--- config.mk ---
export PLATFORM = sky130hd
export DESIGN_NAME = odometry_delta_accumulator_core
export DESIGN_NICKNAME = d
export VERILOG_FILES = /design/src/hw/rtl/oda_pkg.sv /design/src/hw/rtl/oda_mac.sv /design/src/hw/rtl/odometry_delta_accumulator_core.sv
export SDC_FILE = /design/constraint.sdc
export NUM_CORES = 2
export LEC_CHECK = 0
export BUFFER_PORTS_ARGS = -buffer_cell sky130_fd_sc_hd__buf_2
export CAP_MARGIN = 10
export CORE_MARGIN = 2
export CORE_UTILIZATION = 64
export DETAILED_ROUTE_END_ITERATION = 16
export HOLD_SLACK_MARGIN = 0.05
export PLACE_DENSITY = 0.8
export SKIP_LAST_GASP = 1
export SLEW_MARGIN = 20
export SYNTH_ARGS = -nofsm -noshare
export SYNTH_HDL_FRONTEND = slang
export SYNTH_SLANG_ARGS = --single-unit
export TNS_END_PERCENT = 10
--- constraint.sdc ---
create_clock -name aclk -period 17.34 [get_ports aclk]
set_clock_uncertainty 0.1 [all_clocks]
set_input_delay 2.601 -clock aclk [delete_from_list [all_inputs] [get_ports aclk]]
set_output_delay 2.601 -clock aclk [all_outputs]
set_load 0.02 [all_outputs]
--- src/hw/rtl/oda_pkg.sv ---
// Package for the odometry delta accumulator: modes, quaternion component
// indexes, sequencer state, multiply-accumulate control word and product tables.
// No dependencies.
`default_nettype none

package oda_pkg;

    localparam logic [1:0] MODE_POSE  = 2'd0;
    localparam logic [1:0] MODE_RESET = 2'd1;
    localparam logic [1:0] MODE_READ  = 2'd2;

    localparam logic [1:0] QX = 2'd0;
    localparam logic [1:0] QY = 2'd1;
    localparam logic [1:0] QZ = 2'd2;
    localparam logic [1:0] QW = 2'd3;

    localparam logic signed [31:0] QONE    = 32'sh4000_0000;
    localparam logic signed [31:0] SAT_MAX = 32'sh7FFF_FFFF;
    localparam logic signed [31:0] SAT_MIN = 32'sh8000_0000;

    localparam logic PASS_T   = 1'b0;
    localparam logic PASS_ACC = 1'b1;

    typedef enum logic [1:0] {
        S_IDLE,
        S_ISSUE,
        S_DRAIN,
        S_DONE
    } oda_state_t;

    typedef struct packed {
        logic vld;
        logic first;
        logic last;
        logic neg;
    } oda_mac_ctl_t;

    // Hamilton product r = a * b, four terms per component, components x, y, z, w.
    localparam logic [1:0] SEL_A [16] = '{
        QW, QX, QY, QZ,  QW, QY, QZ, QX,  QW, QZ, QX, QY,  QW, QX, QY, QZ
    };
    localparam logic [1:0] SEL_B [16] = '{
        QX, QW, QZ, QY,  QY, QW, QX, QZ,  QZ, QW, QY, QX,  QW, QX, QY, QZ
    };
    localparam logic TERM_NEG [16] = '{
        1'b0, 1'b0, 1'b0, 1'b1,  1'b0, 1'b0, 1'b0, 1'b1,
        1'b0, 1'b0, 1'b0, 1'b1,  1'b0, 1'b1, 1'b1, 1'b1
    };

    function automatic logic signed [31:0] oda_neg_sat(input logic signed [31:0] v);
        logic signed [31:0] r;
        if (v == SAT_MIN) begin
            r = SAT_MAX;
        end else begin
            r = -v;
        end
        return r;
    endfunction

    function automatic logic signed [31:0] oda_sat34(input logic signed [33:0] v);
        logic signed [31:0] r;
        if (v[33:31] == 3'b000 || v[33:31] == 3'b111) begin
            r = v[31:0];
        end else if (v[33]) begin
            r = SAT_MIN;
        end else begin
            r = SAT_MAX;
        end
        return r;
    endfunction

endpackage

`default_nettype wire

--- src/hw/rtl/oda_mac.sv ---
// Shared multiply-accumulate unit: one 32x32 product per cycle, a 66-bit
// accumulator and a round-to-nearest, saturating Q2.30 output stage.
// Depends on oda_pkg.
`default_nettype none

module oda_mac
    import oda_pkg::*;
(
    input  wire logic                aclk,
    input  wire logic                aresetn,
    input  wire oda_mac_ctl_t        ctl,
    input  wire logic signed [31:0]  op_a,
    input  wire logic signed [31:0]  op_b,
    output logic                     res_vld,
    output logic signed [31:0]       res
);

    oda_mac_ctl_t       ctl1_reg;
    logic signed [63:0] prod_reg;
    logic signed [65:0] acc_reg;
    logic               acc_last_reg;
    logic               res_vld_reg;
    logic signed [31:0] res_reg;

    logic signed [65:0] prod_ext;
    logic signed [65:0] acc_next;
    logic signed [65:0] rnd;
    logic signed [35:0] shr;
    logic signed [31:0] sat_next;

    always_comb begin
        prod_ext = {{2{prod_reg[63]}}, prod_reg};
        acc_next = (ctl1_reg.first ? 66'sd0 : acc_reg) +
                   (ctl1_reg.neg ? -prod_ext : prod_ext);
        rnd = acc_reg + 66'sd536870912;
        shr = rnd[65:30];
        if (shr[35:31] == 5'b00000 || shr[35:31] == 5'b11111) begin
            sat_next = shr[31:0];
        end else if (shr[35]) begin
            sat_next = SAT_MIN;
        end else begin
            sat_next = SAT_MAX;
        end
    end

    always_ff @(posedge aclk) begin
        if (!aresetn) begin
            ctl1_reg     <= '0;
            acc_last_reg <= 1'b0;
            res_vld_reg  <= 1'b0;
        end else begin
            ctl1_reg     <= ctl;
            acc_last_reg <= ctl1_reg.vld && ctl1_reg.last;
            res_vld_reg  <= acc_last_reg;
        end
    end

    always_ff @(posedge aclk) begin
        prod_reg <= op_a * op_b;
        if (ctl1_reg.vld) begin
            acc_reg <= acc_next;
        end
        if (acc_last_reg) begin
            res_reg <= sat_next;
        end
    end

    assign res_vld = res_vld_reg;
    assign res     = res_reg;

endmodule

`default_nettype wire

--- src/hw/rtl/odometry_delta_accumulator_core.sv ---
// Odometry delta accumulator top level: sequencer, pose and accumulator state,
// and the result register. Depends on oda_pkg and oda_mac.
//
// Channel   Direction  Ports                                   Word
// s_        in         s_valid, s_ready, s_mode, s_pos_*, ...  one pose, reset or read
// m_        out        m_valid, m_ready, m_delta_*, m_rot_*    accumulators and flag
//
// A pose after the first runs two quaternion products of 16 terms each through
// the single shared multiplier, each followed by a pipeline drain; the first
// pose runs one product, and reset and read words run none.
// The result register lets the next word be accepted while a result waits.
// Reset is synchronous and active low; no clearing pass is needed.
`default_nettype none

module odometry_delta_accumulator_core
    import oda_pkg::*;
(
    input  wire logic                aclk,
    input  wire logic                aresetn,
    input  wire logic                s_valid,
    output logic                     s_ready,
    input  wire logic [1:0]          s_mode,
    input  wire logic signed [31:0]  s_pos_x,
    input  wire logic signed [31:0]  s_pos_y,
    input  wire logic signed [31:0]  s_pos_z,
    input  wire logic signed [31:0]  s_quat_x,
    input  wire logic signed [31:0]  s_quat_y,
    input  wire logic signed [31:0]  s_quat_z,
    input  wire logic signed [31:0]  s_quat_w,
    output logic                     m_valid,
    input  wire logic                m_ready,
    output logic signed [31:0]       m_delta_x,
    output logic signed [31:0]       m_delta_y,
    output logic signed [31:0]       m_delta_z,
    output logic signed [31:0]       m_rot_x,
    output logic signed [31:0]       m_rot_y,
    output logic signed [31:0]       m_rot_z,
    output logic signed [31:0]       m_rot_w,
    output logic                     m_fresh
);

    oda_state_t         state_reg, state_next;
    logic [3:0]         idx_reg, idx_next;
    logic [1:0]         res_cnt_reg, res_cnt_next;
    logic               pass_reg;

    logic signed [31:0] prev_pos_reg [3];
    logic signed [31:0] prev_quat_reg [4];
    logic               have_prev_reg;
    logic signed [31:0] acc_pos_reg [3];
    logic signed [31:0] acc_rot_reg [4];
    logic               fresh_reg;

    logic signed [31:0] op_a_reg [4];
    logic signed [31:0] op_b_reg [4];
    logic signed [31:0] part_reg [4];

    logic               m_valid_reg;
    logic signed [31:0] m_pos_reg [3];
    logic signed [31:0] m_rot_reg [4];
    logic               m_fresh_reg;

    logic signed [31:0] pos_in [3];
    logic signed [31:0] quat_in [4];
    logic signed [31:0] pass_res [4];
    logic signed [33:0] pos_sum [3];
    logic               accept;
    logic               pass_end;
    logic               out_load;

    oda_mac_ctl_t       mac_ctl;
    logic signed [31:0] mac_a;
    logic signed [31:0] mac_b;
    logic               mac_res_vld;
    logic signed [31:0] mac_res;

    assign pos_in[0]      = s_pos_x;
    assign pos_in[1]      = s_pos_y;
    assign pos_in[2]      = s_pos_z;
    assign quat_in[QX]    = s_quat_x;
    assign quat_in[QY]    = s_quat_y;
    assign quat_in[QZ]    = s_quat_z;
    assign quat_in[QW]    = s_quat_w;

    assign accept   = s_valid && s_ready;
    assign pass_end = (state_reg == S_DRAIN) && mac_res_vld && (res_cnt_reg == 2'd3);
    assign out_load = (state_reg == S_DONE) && (!m_valid_reg || m_ready);

    always_comb begin
        for (int i = 0; i < 3; i++) begin
            pos_sum[i] = {{2{acc_pos_reg[i][31]}}, acc_pos_reg[i]} +
                         {{2{pos_in[i][31]}}, pos_in[i]} -
                         {{2{prev_pos_reg[i][31]}}, prev_pos_reg[i]};
        end
        pass_res[0] = part_reg[0];
        pass_res[1] = part_reg[1];
        pass_res[2] = part_reg[2];
        pass_res[3] = mac_res;
    end

    always_comb begin
        state_next = state_reg;
        case (state_reg)
            S_IDLE: begin
                if (s_valid) begin
                    state_next = (s_mode == MODE_POSE) ? S_ISSUE : S_DONE;
                end
            end
            S_ISSUE: begin
                if (idx_reg == 4'd15) begin
                    state_next = S_DRAIN;
                end
            end
            S_DRAIN: begin
                if (pass_end) begin
                    state_next = (pass_reg == PASS_ACC) ? S_DONE : S_ISSUE;
                end
            end
            S_DONE: begin
                if (out_load) begin
                    state_next = S_IDLE;
                end
            end
            default: begin
                state_next = S_IDLE;
            end
        endcase
    end

    always_comb begin
        s_ready       = (state_reg == S_IDLE);
        mac_ctl.vld   = (state_reg == S_ISSUE);
        mac_ctl.first = (idx_reg[1:0] == 2'd0);
        mac_ctl.last  = (idx_reg[1:0] == 2'd3);
        mac_ctl.neg   = TERM_NEG[idx_reg];
        mac_a         = op_a_reg[SEL_A[idx_reg]];
        mac_b         = op_b_reg[SEL_B[idx_reg]];
        idx_next      = (state_reg == S_ISSUE) ? idx_reg + 4'd1 : 4'd0;
        res_cnt_next  = mac_res_vld ? res_cnt_reg + 2'd1 : res_cnt_reg;
    end

    oda_mac u_mac (
        .aclk    (aclk),
        .aresetn (aresetn),
        .ctl     (mac_ctl),
        .op_a    (mac_a),
        .op_b    (mac_b),
        .res_vld (mac_res_vld),
        .res     (mac_res)
    );

    always_ff @(posedge aclk) begin
        if (!aresetn) begin
            state_reg     <= S_IDLE;
            idx_reg       <= 4'd0;
            res_cnt_reg   <= 2'd0;
            pass_reg      <= PASS_T;
            have_prev_reg <= 1'b0;
            fresh_reg     <= 1'b0;
            m_valid_reg   <= 1'b0;
            for (int i = 0; i < 3; i++) begin
                prev_pos_reg[i] <= '0;
                acc_pos_reg[i]  <= '0;
            end
            for (int i = 0; i < 4; i++) begin
                prev_quat_reg[i] <= '0;
            end
            acc_rot_reg[QX] <= '0;
            acc_rot_reg[QY] <= '0;
            acc_rot_reg[QZ] <= '0;
            acc_rot_reg[QW] <= QONE;
        end else begin
            state_reg   <= state_next;
            idx_reg     <= idx_next;
            res_cnt_reg <= res_cnt_next;
            if (out_load) begin
                m_valid_reg <= 1'b1;
            end else if (m_ready) begin
                m_valid_reg <= 1'b0;
            end
            if (accept) begin
                case (s_mode)
                    MODE_POSE: begin
                        have_prev_reg <= 1'b1;
                        fresh_reg     <= 1'b1;
                        pass_reg      <= have_prev_reg ? PASS_T : PASS_ACC;
                        for (int i = 0; i < 3; i++) begin
                            prev_pos_reg[i] <= pos_in[i];
                            acc_pos_reg[i]  <= have_prev_reg ? oda_sat34(pos_sum[i])
                                                             : pos_in[i];
                        end
                        for (int i = 0; i < 4; i++) begin
                            prev_quat_reg[i] <= quat_in[i];
                        end
                    end
                    MODE_RESET: begin
                        for (int i = 0; i < 3; i++) begin
                            acc_pos_reg[i] <= '0;
                        end
                        acc_rot_reg[QX] <= '0;
                        acc_rot_reg[QY] <= '0;
                        acc_rot_reg[QZ] <= '0;
                        acc_rot_reg[QW] <= QONE;
                    end
                    MODE_READ: begin
                        fresh_reg <= 1'b0;
                    end
                    default: begin
                    end
                endcase
            end
            if (pass_end) begin
                if (pass_reg == PASS_T) begin
                    pass_reg <= PASS_ACC;
                end else begin
                    for (int i = 0; i < 4; i++) begin
                        acc_rot_reg[i] <= pass_res[i];
                    end
                end
            end
        end
    end

    always_ff @(posedge aclk) begin
        if (accept && s_mode == MODE_POSE) begin
            for (int i = 0; i < 4; i++) begin
                op_b_reg[i] <= quat_in[i];
            end
            if (have_prev_reg) begin
                op_a_reg[QX] <= oda_neg_sat(prev_quat_reg[QX]);
                op_a_reg[QY] <= oda_neg_sat(prev_quat_reg[QY]);
                op_a_reg[QZ] <= oda_neg_sat(prev_quat_reg[QZ]);
                op_a_reg[QW] <= prev_quat_reg[QW];
            end else begin
                for (int i = 0; i < 4; i++) begin
                    op_a_reg[i] <= acc_rot_reg[i];
                end
            end
        end else if (pass_end && pass_reg == PASS_T) begin
            for (int i = 0; i < 4; i++) begin
                op_a_reg[i] <= acc_rot_reg[i];
                op_b_reg[i] <= pass_res[i];
            end
        end
        if (mac_res_vld) begin
            part_reg[res_cnt_reg] <= mac_res;
        end
        if (out_load) begin
            for (int i = 0; i < 3; i++) begin
                m_pos_reg[i] <= acc_pos_reg[i];
            end
            for (int i = 0; i < 4; i++) begin
                m_rot_reg[i] <= acc_rot_reg[i];
            end
            m_fresh_reg <= fresh_reg;
        end
    end

    assign m_valid   = m_valid_reg;
    assign m_delta_x = m_pos_reg[0];
    assign m_delta_y = m_pos_reg[1];
    assign m_delta_z = m_pos_reg[2];
    assign m_rot_x   = m_rot_reg[QX];
    assign m_rot_y   = m_rot_reg[QY];
    assign m_rot_z   = m_rot_reg[QZ];
    assign m_rot_w   = m_rot_reg[QW];
    assign m_fresh   = m_fresh_reg;

`ifndef SYNTHESIS
    a_no_stray_result: assert property (@(posedge aclk) disable iff (!aresetn)
        mac_res_vld |-> (state_reg == S_ISSUE || state_reg == S_DRAIN))
        else $error("Product result arrived outside a pose computation.");

    a_reset_identity: assert property (@(posedge aclk) disable iff (!aresetn)
        (accept && s_mode == MODE_RESET) |=>
            (acc_rot_reg[QW] == QONE && fresh_reg == $past(fresh_reg)))
        else $error("Reset word did not restore the identity rotation.");

    a_result_loaded: assert property (@(posedge aclk) disable iff (!aresetn)
        out_load |=> (m_valid && state_reg == S_IDLE))
        else $error("Finished word was not presented on the result channel.");

    a_pose_sets_fresh: assert property (@(posedge aclk) disable iff (!aresetn)
        (accept && s_mode == MODE_POSE) |=> (fresh_reg && have_prev_reg))
        else $error("Pose word did not mark the accumulators as updated.");
`endif

endmodule

`default_nettype wire

Yosys cells after proc, flatten, opt, wreduce, memory -nomap -nowiden. Memory sizes are Yosys's and may differ from the RTL's. A register that Yosys moved wholly into a read port is not among the register bits. Cells that the tools add are included.

Multiplexer cells: 110. Multipliers: 1. Reduce and logical (&&, ||, !) cells: 27. Shift-type cells: 0. Add/sub/neg operators: 14. Order comparisons: 1. Bitwise gates (word level): 35. Equal/unequal tests: 19. Div/mod/pow operators: 0.

Operator list (number): 32-bit two-way mux (62); 66-bit two-way mux (2); 33-bit by 32-bit subtractor with 34-bit output (3); 32-bit by 32-bit adder with 33-bit output (3); 32-bit == test, second input constant (3); 32-bit negation (3); 66-bit by 31-bit adder with 66-bit output, second input constant (1); 66-bit adder (1); 64-bit negation with 66-bit output (1); 32-bit by 32-bit multiplier with 64-bit output (1); 1-bit two-way mux (34); 1-bit bitwise OR (33); 2-bit two-way mux (10); 2-bit == test, second input constant (5); 3-bit == test, second input constant (3); 3-bit logical NOT (3); 2-bit != test, second input constant (4); 2-bit one-hot mux with 4 select lines (1); 1-bit logical AND (7); 2-bit logical NOT (3); 2-bit AND reduction (3); 5-bit == test, second input constant (1); 5-bit >= comparator, second input constant (1); 5-bit logical NOT (1); other kinds (11) (18).

Bits in latches: 0. Bits in writable memories: 1056. Memories: 12. Register bits after elaboration: 180. Bits in read-only memories: 80. Output and inout bits: 227. Logic and storage cells: 235. Bits of input ports: 230.

Memory list: acc_rot_reg (depth 4, bits a word 32, rd ports 4, clocked after Yosys merged registers in 0, wr ports 4, line odometry_delta_accumulator_core.sv:51) `logic signed [31:0] acc_rot_reg [4];`; m_rot_reg (depth 4, bits a word 32, rd ports 4, clocked after Yosys merged registers in 0, wr ports 4, line odometry_delta_accumulator_core.sv:60) `logic signed [31:0] m_rot_reg [4];`; op_a_reg (depth 4, bits a word 32, rd ports 1, clocked after Yosys merged registers in 0, wr ports 4, line odometry_delta_accumulator_core.sv:54) `logic signed [31:0] op_a_reg [4];`; op_b_reg (depth 4, bits a word 32, rd ports 1, clocked after Yosys merged registers in 0, wr ports 4, line odometry_delta_accumulator_core.sv:55) `logic signed [31:0] op_b_reg [4];`; part_reg (depth 4, bits a word 32, rd ports 3, clocked after Yosys merged registers in 0, wr ports 1, line odometry_delta_accumulator_core.sv:56) `logic signed [31:0] part_reg [4];`; prev_quat_reg (depth 4, bits a word 32, rd ports 4, clocked after Yosys merged registers in 0, wr ports 4, line odometry_delta_accumulator_core.sv:48) `logic signed [31:0] prev_quat_reg [4];`; +6 memories.

Depth between registers and ports, before layout.
Depth in word-level cells: 11. Mapped depth: 37. Gate-level depth less buffers: 35.

Cells and area by module. Synthesis repeated with hierarchy kept, for this count alone.

Cells, all modules: 9061. Area, all modules: 97182.0 µm².

Modules (own cells, without submodules): odometry_delta_accumulator_core (instances 1, sequential area each 30699.4 µm², cells each 4075, area an instance 50462.1 µm²); oda_mac (instances 1, sequential area each 4344.2 µm², cells each 4986, area an instance 46719.8 µm²).

Worst setup path before layout. Ideal clock, no wire load.

Path kind: in2reg. From: in m_ready. To: reg m_fresh_reg (netlist: m_fresh) (enable). Stages on the path: 2. Setup time: 0.814 ns. Slack: 4.475 ns. Path buffers: 0. Arrival time: 11.950 ns. Data required time: 16.426 ns. Cells stage by stage: nor2b_1 nor2_1.

Longest elaborated chain between the ends: 2.

RTL lines: start, declared (line odometry_delta_accumulator_core.sv:31) `input wire logic m_ready,`; 1-bit logical OR (line odometry_delta_accumulator_core.sv:87) `assign out_load = (state_reg == S_DONE) && (!m_valid_reg || m_ready);`; 1-bit logical AND (line odometry_delta_accumulator_core.sv:87); net out_load (line odometry_delta_accumulator_core.sv:69) `logic out_load;`; end signal, assigned (line odometry_delta_accumulator_core.sv:255) `m_fresh_reg <= fresh_reg;`; end, declared (line odometry_delta_accumulator_core.sv:61) `logic m_fresh_reg;`.

The timed path passes the listed nets, and every way through them passes these cells. A chain may end at the register's enable or synchronous reset.

Final worst setup path.
From: reg idx_reg[0]. To: reg u_mac.prod_reg[57].

Longest elaborated chain between the ends: 6. Elaborated cells between the ends (all ways): 10. Classes of those cells: 1 x mul; 4 x mux; 1 x bitwise; 4 x memory.

RTL lines: start, declared (line odometry_delta_accumulator_core.sv:43) `logic [3:0] idx_reg, idx_next;`; start signal, assigned (line odometry_delta_accumulator_core.sv:174) `idx_reg <= idx_next;`; 4-bit inverter with 5-bit output (implied by the code) * (line odometry_delta_accumulator_core.sv:136, odometry_delta_accumulator_core.sv:137); memory read 16 x 2 bit (on tied branches); 2-bit two-way mux (on tied branches) (2 in a row) (line odometry_delta_accumulator_core.sv:136, odometry_delta_accumulator_core.sv:137); memory read 4 x 32 bit (on tied branches); 32-bit by 32-bit multiplier with 64-bit output * (line oda_mac.sv:59) `prod_reg <= op_a * op_b;`; end signal, assigned (line oda_mac.sv:59); end, declared (line oda_mac.sv:19) `logic signed [63:0] prod_reg;`.

Mark *: on every way between the ends. The rest lies on a longest branch, timed or not. The select of a mux whose other input is x is not followed.

==> impl_metrics.csv <==
group,metric,value,unit
layout,multi_input_area,54600,sq um
clocking,path_clk_slew,0.06,ns
clocking,clk_path_buf_depth,3,
synth,ys.flop_type,"edfxtp_1",
detailed_routing,wl_per_cell,25.7,microns
clocking,cts_setup_buffers,0,
synth,avgSynthCellArea,10.5,sq um
setup_path,arrival,12.77,ns
clocking,cts-resized-gates,0,
layout,stdcell_area,105000,sq um
detailed_routing,first_pass_iters,6,
sta,slew_viol_final,0,
sta,max_freq,82.1,MHz
setup_path,startpoint_type,"flop",
placed_design,gp_congestion,1.07,
setup_path,crit_type,"flop to flop",
grt,overflow,0,
placed_design,io_buffers,456,
setup_path,crit_path_end_kind,"flop",
setup_path,path_common_cell,"fa_1",
synth,synth_cell_types,98,
clocking,clock-root-buffer,"clkbuf_16",
clocking,cts.sinks,1205,
sta,finalCritPeriodShare,70.3,%
detailed_routing,detail-route-antenna-nets,0,
layout,synthToLayoutAreaGrowth,9.22,%
die,row_count,142,
clocking,cts_hold_buf,0,
synth,yosys.area_share.simple,13.2,%
layout,nets,11194,
sta,rsz0062_at_grt,"false",
setup_path,slowest_delay,0.96,ns
sta,slew_headroom,13.8,%
setup_path,cp_max_fo,38,
clocking,insertion_delay,0.85,ns
clocking,cts_tree,"built",
placed_design,hpwl,224000,microns
detailed_routing,wirelength,298000,microns
layout,drive_gt1_share,10.1,%
grt,grt_pass1_wl,449000,microns
clocking,cts_buffers,121,
sta,finalCriticalPeriod,12.18,ns
sta,setup_viol,0,
synth,synthArstFlopShare,0,%
grt,grt_pass1_vias,73568,
synth,synthesis.area,96100,sq um
synth,synth_edf_count,1091,
min_path,hold_path_class,"flop to flop",
sta,setup_tns,0,ns
run,maxCapViolations,0,
die,coreArea,149000,sq um
setup_path,worstPathRequired,17.92,ns
grt,antenna_found_initial,30,
placed_design,place_ws,5.66,ns
synth,syn-instance-count,9126,
synth,synth-seq-area-share,36.4,%
die,start_util,64.3,%
layout,seq_area,35000,sq um
setup_path,slowest_stage,"mux2i_1",
sta,tightest_slew,1.26,ns
synth,synth_top_family_by_area,"adder cells",
detailed_routing,drtIter0Drc,8312,
synth,ys_warn_count,0,
detailed_routing,drc,0,
detailed_routing,viasPerCell,6.21,
synth,synth-seq-cells,1205,
sta,setup_ws,5.16,ns
detailed_routing,vias,71845,
die,dieArea,153000,sq um
grt,grt_max_degree,157,
synth,synth_fa_ha_area_share,29.3,%
grt,grtUsageTotal,39.5,%
layout,num-fill-cells,10614,
die,io_pins,457,
synth,synthXorXnorAreaFrac,3.36,%
synth,synthMuxAreaShare,2.58,%
placed_design,placed_area,101000,sq um
clocking,h-tree-depth,3,
die,die_h,392,microns
synth,synth_nets,10898,
sta,hold_viol_final,0,
outcome,outcome,"completed",
synth,synth-compound-area-share,8.00,%
die,die_w,392,microns
-- Yosys cell counts, drive strengths merged (78+ instances only) --
library cell	number	share of area, %
edfxtp	1091	34
inv	1408	5.5
nor2b	96	0.62
xor2	100	0.91
dfxtp	114	2.4
xnor2	268	2.4
fa	1179	25
o21ai	205	1.1
and3	269	1.8
a21oi	267	1.4
clkbuf	354	1.4
a21o	152	1.2
ha	363	4.7
o22a	78	0.71
nor2	823	3.2
mux2i	159	1.7
nand2	1261	4.9
-- layer usage --
layer,routed length (microns),vias to the layer above,track usage (%),share of wire (%)
met3,36700,1019,11.0,12
met2,133000,4732,59.9,45
met4,22100,22,24.1,7.4
li1,-,30507,-,-
met5,161,-,0.0638,0.054
met1,106000,35565,50.7,36
-- final cells by class --
type	instances	share of cell area (%)
inverters	1409	5.04
multi-input cells	6112	52.0
flip-flops and latches	1205	33.4
clock buffers	145	3.05
diodes	22	0.0524
clock inverters	87	1.04
repair buffers	573	3.06
well taps	2016	2.40
-- worst max-delay path, delay by kind of cell, from the launching register on --
kind	cells	cell delay (ns)
fa+ha+maj	10	4.99
compound gates	9	2.71
buf+inv	6	1.71
mux	2	1.17
simple gates	4	0.76
flops	1	0.44
xor+xnor	1	0.13
-- cell families after synthesis --
| logic type | count (synthesis) |
|---|---|
| xor gates and xnor gates | 368 |
| DFF | 1205 |
| and+or+nand+nor | 2856 |
| muxes | 231 |
| buffers and inverters | 1809 |
| adders and majority gates | 1542 |
| AOI/OAI and AO/OA | 1115 |
-- stage by stage --
step | util [%] | cells | hold slack, ns
final | 70.3 | 11569 | 0.304
after global routing | 70.3 | 11561 | 0.313
after CTS | 70.2 | 11547 | 0.311
after detailed placement | 67.4 | 11315 | 0.320
after global placement | 67.3 | 11313 | 0.313
after floorplan | - | 9126 | 0.302
-- path summary, 6_finish.rpt --
kind | from | endpoint | slack [ns] | cells past startpoint
max reg2reg | idx_reg[0] | u_mac.prod_reg[57] | 5.16 | 32
min | acc_rot_reg[1][17] | m_rot_reg[1][17] | 0.30 | 0
max | idx_reg[0] | u_mac.prod_reg[57] | 5.16 | 32
min reg2reg | acc_rot_reg[1][17] | m_rot_reg[1][17] | 0.30 | 0
-- layout by cell type, fill, tap and decap left out, types with 21 or more instances in the layout --
master     instances
a211o_1           22
a211oi_1          30
a21o_1           152
a21oi_1          263
a221o_1           75
a31oi_1           25
and2_1            53
and3_1           269
buf_2            455
buf_4            113
clkbuf_16        121
clkinv_2          29
dfxtp_1          111
diode_2           22
edfxtp_1        1091
fa_1            1179
ha_1             363
inv_1           1407
mux2_2            63
mux2i_1          143
nand2_1         1257
nand2b_1          43
nand3_1           63
nand4_1           39
nor2_1           820
nor2b_1           96
nor3_1            71
nor4_1            23
o21a_1            37
o21ai_0          174
o21bai_1          44
o22a_1            78
o31ai_1           33
or4_1             21
xnor2_1          267
xor2_1           100
Power is left out: the tool's default activity adds up to more than one toggle a clock period on the data nets, which glitch-free logic cannot reach.
